### src/hdl/assert_macros.svh
// Assertion macros shared by the aggregator RTL.
// No dependencies; included by files that carry concurrent checks.
`ifndef ASSERT_MACROS_SVH
`define ASSERT_MACROS_SVH

// Same-cycle implication, disabled while reset is low.
`define BCMA_ASSERT_NOW(label, clk, rstn, ante, cons, msg) \
    label: assert property (@(posedge clk) disable iff (!rstn) (ante) |-> (cons)) \
        else $error(msg);

// Next-cycle implication, disabled while reset is low.
`define BCMA_ASSERT_NEXT(label, clk, rstn, ante, cons, msg) \
    label: assert property (@(posedge clk) disable iff (!rstn) (ante) |=> (cons)) \
        else $error(msg);

`endif

### src/hdl/bcma_ram.sv
// Generic single-port-write, single-port-read RAM with registered read data.
// No dependencies.
`timescale 1ns / 1ps

module bcma_ram #(
    parameter int WIDTH = 8,
    parameter int DEPTH = 16
) (
    input  logic                                       aclk,
    input  logic                                       we,
    input  logic [((DEPTH > 1) ? $clog2(DEPTH) : 1)-1:0] waddr,
    input  logic [WIDTH-1:0]                           wdata,
    input  logic [((DEPTH > 1) ? $clog2(DEPTH) : 1)-1:0] raddr,
    output logic [WIDTH-1:0]                           rdata
);

    logic [WIDTH-1:0] mem [DEPTH];

    always_ff @(posedge aclk) begin
        if (we) begin
            mem[waddr] <= wdata;
        end
        rdata <= mem[raddr];
    end

endmodule

### config.mk
export PLATFORM = sky130hd
export DESIGN_NAME = bcma_ram
export DESIGN_NICKNAME = d
export VERILOG_FILES = /design/src/hdl/assert_macros.svh /design/src/hdl/bcma_ram.sv
export SDC_FILE = /design/constraint.sdc
export NUM_CORES = 1
export LEC_CHECK = 0
export ABC_AREA = 1
export BUFFER_PORTS_ARGS = -buffer_cell sky130_fd_sc_hd__clkbuf_2
export CAP_MARGIN = 0
export CORE_MARGIN = 3
export CORE_UTILIZATION = 28
export CTS_CLUSTER_DIAMETER = 200
export DETAILED_ROUTE_END_ITERATION = 12
export HOLD_SLACK_MARGIN = 0.08
export PLACE_DENSITY = 0.44
export SETUP_SLACK_MARGIN = 0.05
export SLEW_MARGIN = 10
export SYNTH_ARGS = -nofsm -noshare
export SYNTH_HDL_FRONTEND = slang
export SYNTH_SLANG_ARGS = --single-unit
### constraint.sdc
create_clock -name aclk -period 2.1 [get_ports aclk]
set_input_delay 0.315 -clock aclk [delete_from_list [all_inputs] [get_ports aclk]]
set_output_delay 0.315 -clock aclk [all_outputs]
set_load 0.01 [all_outputs]
==> results.md <==
- Worst-path cell chain: clkbuf_2
- Synthesis-to-finish area growth: 17.88%
- Unique cell type count in the Yosys netlist: 12
- Most area-hungry cell type in the Yosys netlist: sky130_fd_sc_hd__edfxtp_1
- Number of buffers inserted for hold repair after clock tree synthesis: 0
- Global-route wire length before repair: 21,490 um
- TNS Setup: 0 ns
- Count of synthesis-stage warnings from yosys: 0
- WL final: 13,840 um
- PostCTS Resize Cnt: 0
- Net count after synthesis: 569
- Sequential-to-total area share from yosys stat: 0.6943
- Bufs on Longest Clock Path: 2
- # fillers: 1,983
- Core footprint: 19,850 um2
- NetSw: 1320 uW
- Clock insertion delay at the later pin of the skew report: 0.41 ns
- Cell types with the largest area share after synthesis: sky130_fd_sc_hd__edfxtp_1, sky130_fd_sc_hd__nand2_1, sky130_fd_sc_hd__nand3_1
- Register bit count reported by yosys: 136
- Post-CTS setup-driven buffer insertion count: 0
- Vias per inst: 4.268
- Cell count after placement: 835
- Static Leak: 0.002912 uW
- Max_cap viols: 0
- Highest-delay cell along the critical path: sky130_fd_sc_hd__dfxtp_1
- Critical path origin: rdata[3]$_DFF_P_
- Synthesized area: 5767 um2
- Largest net degree at the start of global routing: 48
- Die extent in x: 149.5 um
- Final min period: 1.249 ns
- Critical Path Sink Type: output pin
- Placement Rows: 51
- Share of cells above drive strength 1: 0.1179
- Quantity of I/O buffers inserted on ports: 25
- Worst clock skew: 0.005074 ns
- Sequential group share of total power: 0.476
- Final hold violation count: 0
- Cell count after synthesis: 551
- Global-route total usage across every layer: 0.1316
- Final global-route overflow total: 0
- Capture point of the worst path: rdata[3]
- Worst min path class: in2reg
- Cell Pwr Density: 944.9 nW/um2
- Worst setup path category: reg2out
- Number of buffers inserted during clock tree synthesis: 17
- WP depth: 1
- Result of the run: finished, final reports clean
- Total via count in the routed design: 3,700
- Max frequency: 0.8003 GHz
- Setup repair after global routing missed its margin: no
- Worst reg2reg endpoint: rdata[6]$_DFF_P_
- Yosys top cell area share: 0.6665
- Clk root buf: sky130_fd_sc_hd__clkbuf_16
- Tightest Pin Transition: 0.7424 ns
- Count of unresolved DRC violations after routing: 0
- Period utilisation layout: 0.5950
- Drt initial violations: 241
- Switching power share of the total: 0.2055
- Placed inst area: 6205 um2
- Clock network power share: 0.466
- Data required time of the worst path: 1.78 ns
- Diodes inserted: 0
- Initial antenna violation count: 0
- Internal power component: 5103 uW
- Setup slack of the worst register-to-register path: 1.06 ns
- Via count of the first global-routing pass: 3,626
- Vertical extent of the die: 149.5 um
- Startpoint Class: flip-flop
- Clock input transition at the sequential cells of the worst setup and hold paths: 0.06 ns
- Final setup viols: 0
- Reg area: 4004 um2
- Number of pins with negative max-slew slack in the final report: 0
- IO Count: 26
- Worst reg2reg startpoint: mem[11][6]$_DFFE_PP_
- Slew headroom: 0.5032
- Placer Congestion: 0.7756
- Worst path top cell family by delay: flip-flops
- Area of the multi-input gates: 1214 um2
- Biggest fanout along the worst timing path: 1
- Htree depth: 4
- Clock Sinks: 136
- Worst path max stage delay: 0.37 ns
- Share of total power in combinational logic: 0.058
- Number of nets in the finished design: 607
- Average wire per cell in the routed design: 15.96 um
- VDD IR-drop max: 0.0005017 V
- Mean post-synth cell area: 10.47 um2
- Number of buffer and inverter instances along the worst setup path: 1
- Post-layout instance area: 6798 um2
- End-of-flow core utilization: 0.3425
- Detail Placement HPWL: 8842 um
- Die Area: 22,350 um2
- CTS tree: done
- Data arrival time at the worst-slack endpoint: 0.93 ns
- Initial core utilization: 0.2906
- Worst r2r path cells: 6
- Iteration count of the initial detailed-routing pass: 4
- Antenna Violating Nets Remaining: 0
- Final Instance Count excl. Fillers: 867
layer usage:
metal	routed length, um	track usage
met1	6757	0.1844
met4	191	0.04211
met2	6318	0.1998
met3	572	0.03452
met5	0	0
power by group through the flow:
stage / registers (uW) / logic [uW] / clock network (uW)
after CTS: 3060 / 382 / 3060
after global placement: 3120 / 379 / 0
after detailed placement: 3120 / 381 / 0
final: 3060 / 372 / 2990
after global routing: 3060 / 419 / 3180
after floorplan: 3110 / 214 / 0
cell usage after synthesis:
master                     instances
sky130_fd_sc_hd__buf_6             6
sky130_fd_sc_hd__nand3_1          97
sky130_fd_sc_hd__buf_1             1
sky130_fd_sc_hd__nand2_1         173
sky130_fd_sc_hd__dfxtp_1           8
sky130_fd_sc_hd__inv_2             2
sky130_fd_sc_hd__nor2_1           17
sky130_fd_sc_hd__nand3b_1          2
sky130_fd_sc_hd__edfxtp_1        128
sky130_fd_sc_hd__buf_4             4
sky130_fd_sc_hd__inv_1           100
sky130_fd_sc_hd__buf_2            13
cell families (layout without fill, tap and decap cells):
logic type | after synthesis | in the layout | synth area share
and+or+nand+nor | 289 | 289 | 0.2105
DFF | 136 | 136 | 0.6943
buffers and inverters | 126 | 177 | 0.09525
placed cells by master, fill, tap and decap left out:
cell type                   Yosys  layout
sky130_fd_sc_hd__nand2_1      173     173
sky130_fd_sc_hd__edfxtp_1     128     128
sky130_fd_sc_hd__inv_1        100     100
sky130_fd_sc_hd__nand3_1       97      97
sky130_fd_sc_hd__clkbuf_2       0      25
sky130_fd_sc_hd__nor2_1        17      17
sky130_fd_sc_hd__clkbuf_16      0      17
sky130_fd_sc_hd__buf_4          4      17
sky130_fd_sc_hd__dfxtp_1        8       8
sky130_fd_sc_hd__clkinv_2       0       5
sky130_fd_sc_hd__bufinv_16      0       4
sky130_fd_sc_hd__clkinv_1       0       3
sky130_fd_sc_hd__clkbuf_1       0       3
sky130_fd_sc_hd__inv_2          2       2
sky130_fd_sc_hd__nand3b_1       2       2
sky130_fd_sc_hd__buf_12         0       1
through the flow:
step           power (uW)  setup WS [ns]  hold slack, ns
2_1_floorplan        3328         0.8342          0.4139
3_3_place_gp         3494         0.4579          0.6551
3_5_place_dp         3496         0.4903          0.6549
4_1_cts              6501         0.8097          0.3114
5_1_grt              6668         0.7902          0.3266
6_report             6423         0.8505          0.3051
registers in the layout, summed over array words and instances, names as in the netlist:
signal,flops
rdata,8
mem,128
how the worst min path moves through the flow:
stage / endpoint / start / cells after the start / slack [ns]
finish: rdata[3]$_DFF_P_ / raddr[3] / 3 / 0.31
global route: rdata[7]$_DFF_P_ / raddr[3] / 3 / 0.33
CTS: rdata[3]$_DFF_P_ / raddr[3] / 3 / 0.31
detailed placement: rdata[0]$_DFF_P_ / mem[2][0]$_DFFE_PP_ / 6 / 0.65
global placement: rdata[0]$_DFF_P_ / mem[2][0]$_DFFE_PP_ / 6 / 0.66
floorplan: mem[0][0]$_DFFE_PP_ / wdata[0] / 0 / 0.41
final cells by class:
cell class              instances  share of cell area
clock inverters                12             0.02301
inverters                     102             0.05632
flip-flops and latches        136              0.5890
multi-input cells             289              0.1785
clock buffers                  20             0.06424
well taps                     265             0.04878
repair buffers                 43             0.04013
(Power assumes the default switching activity.)
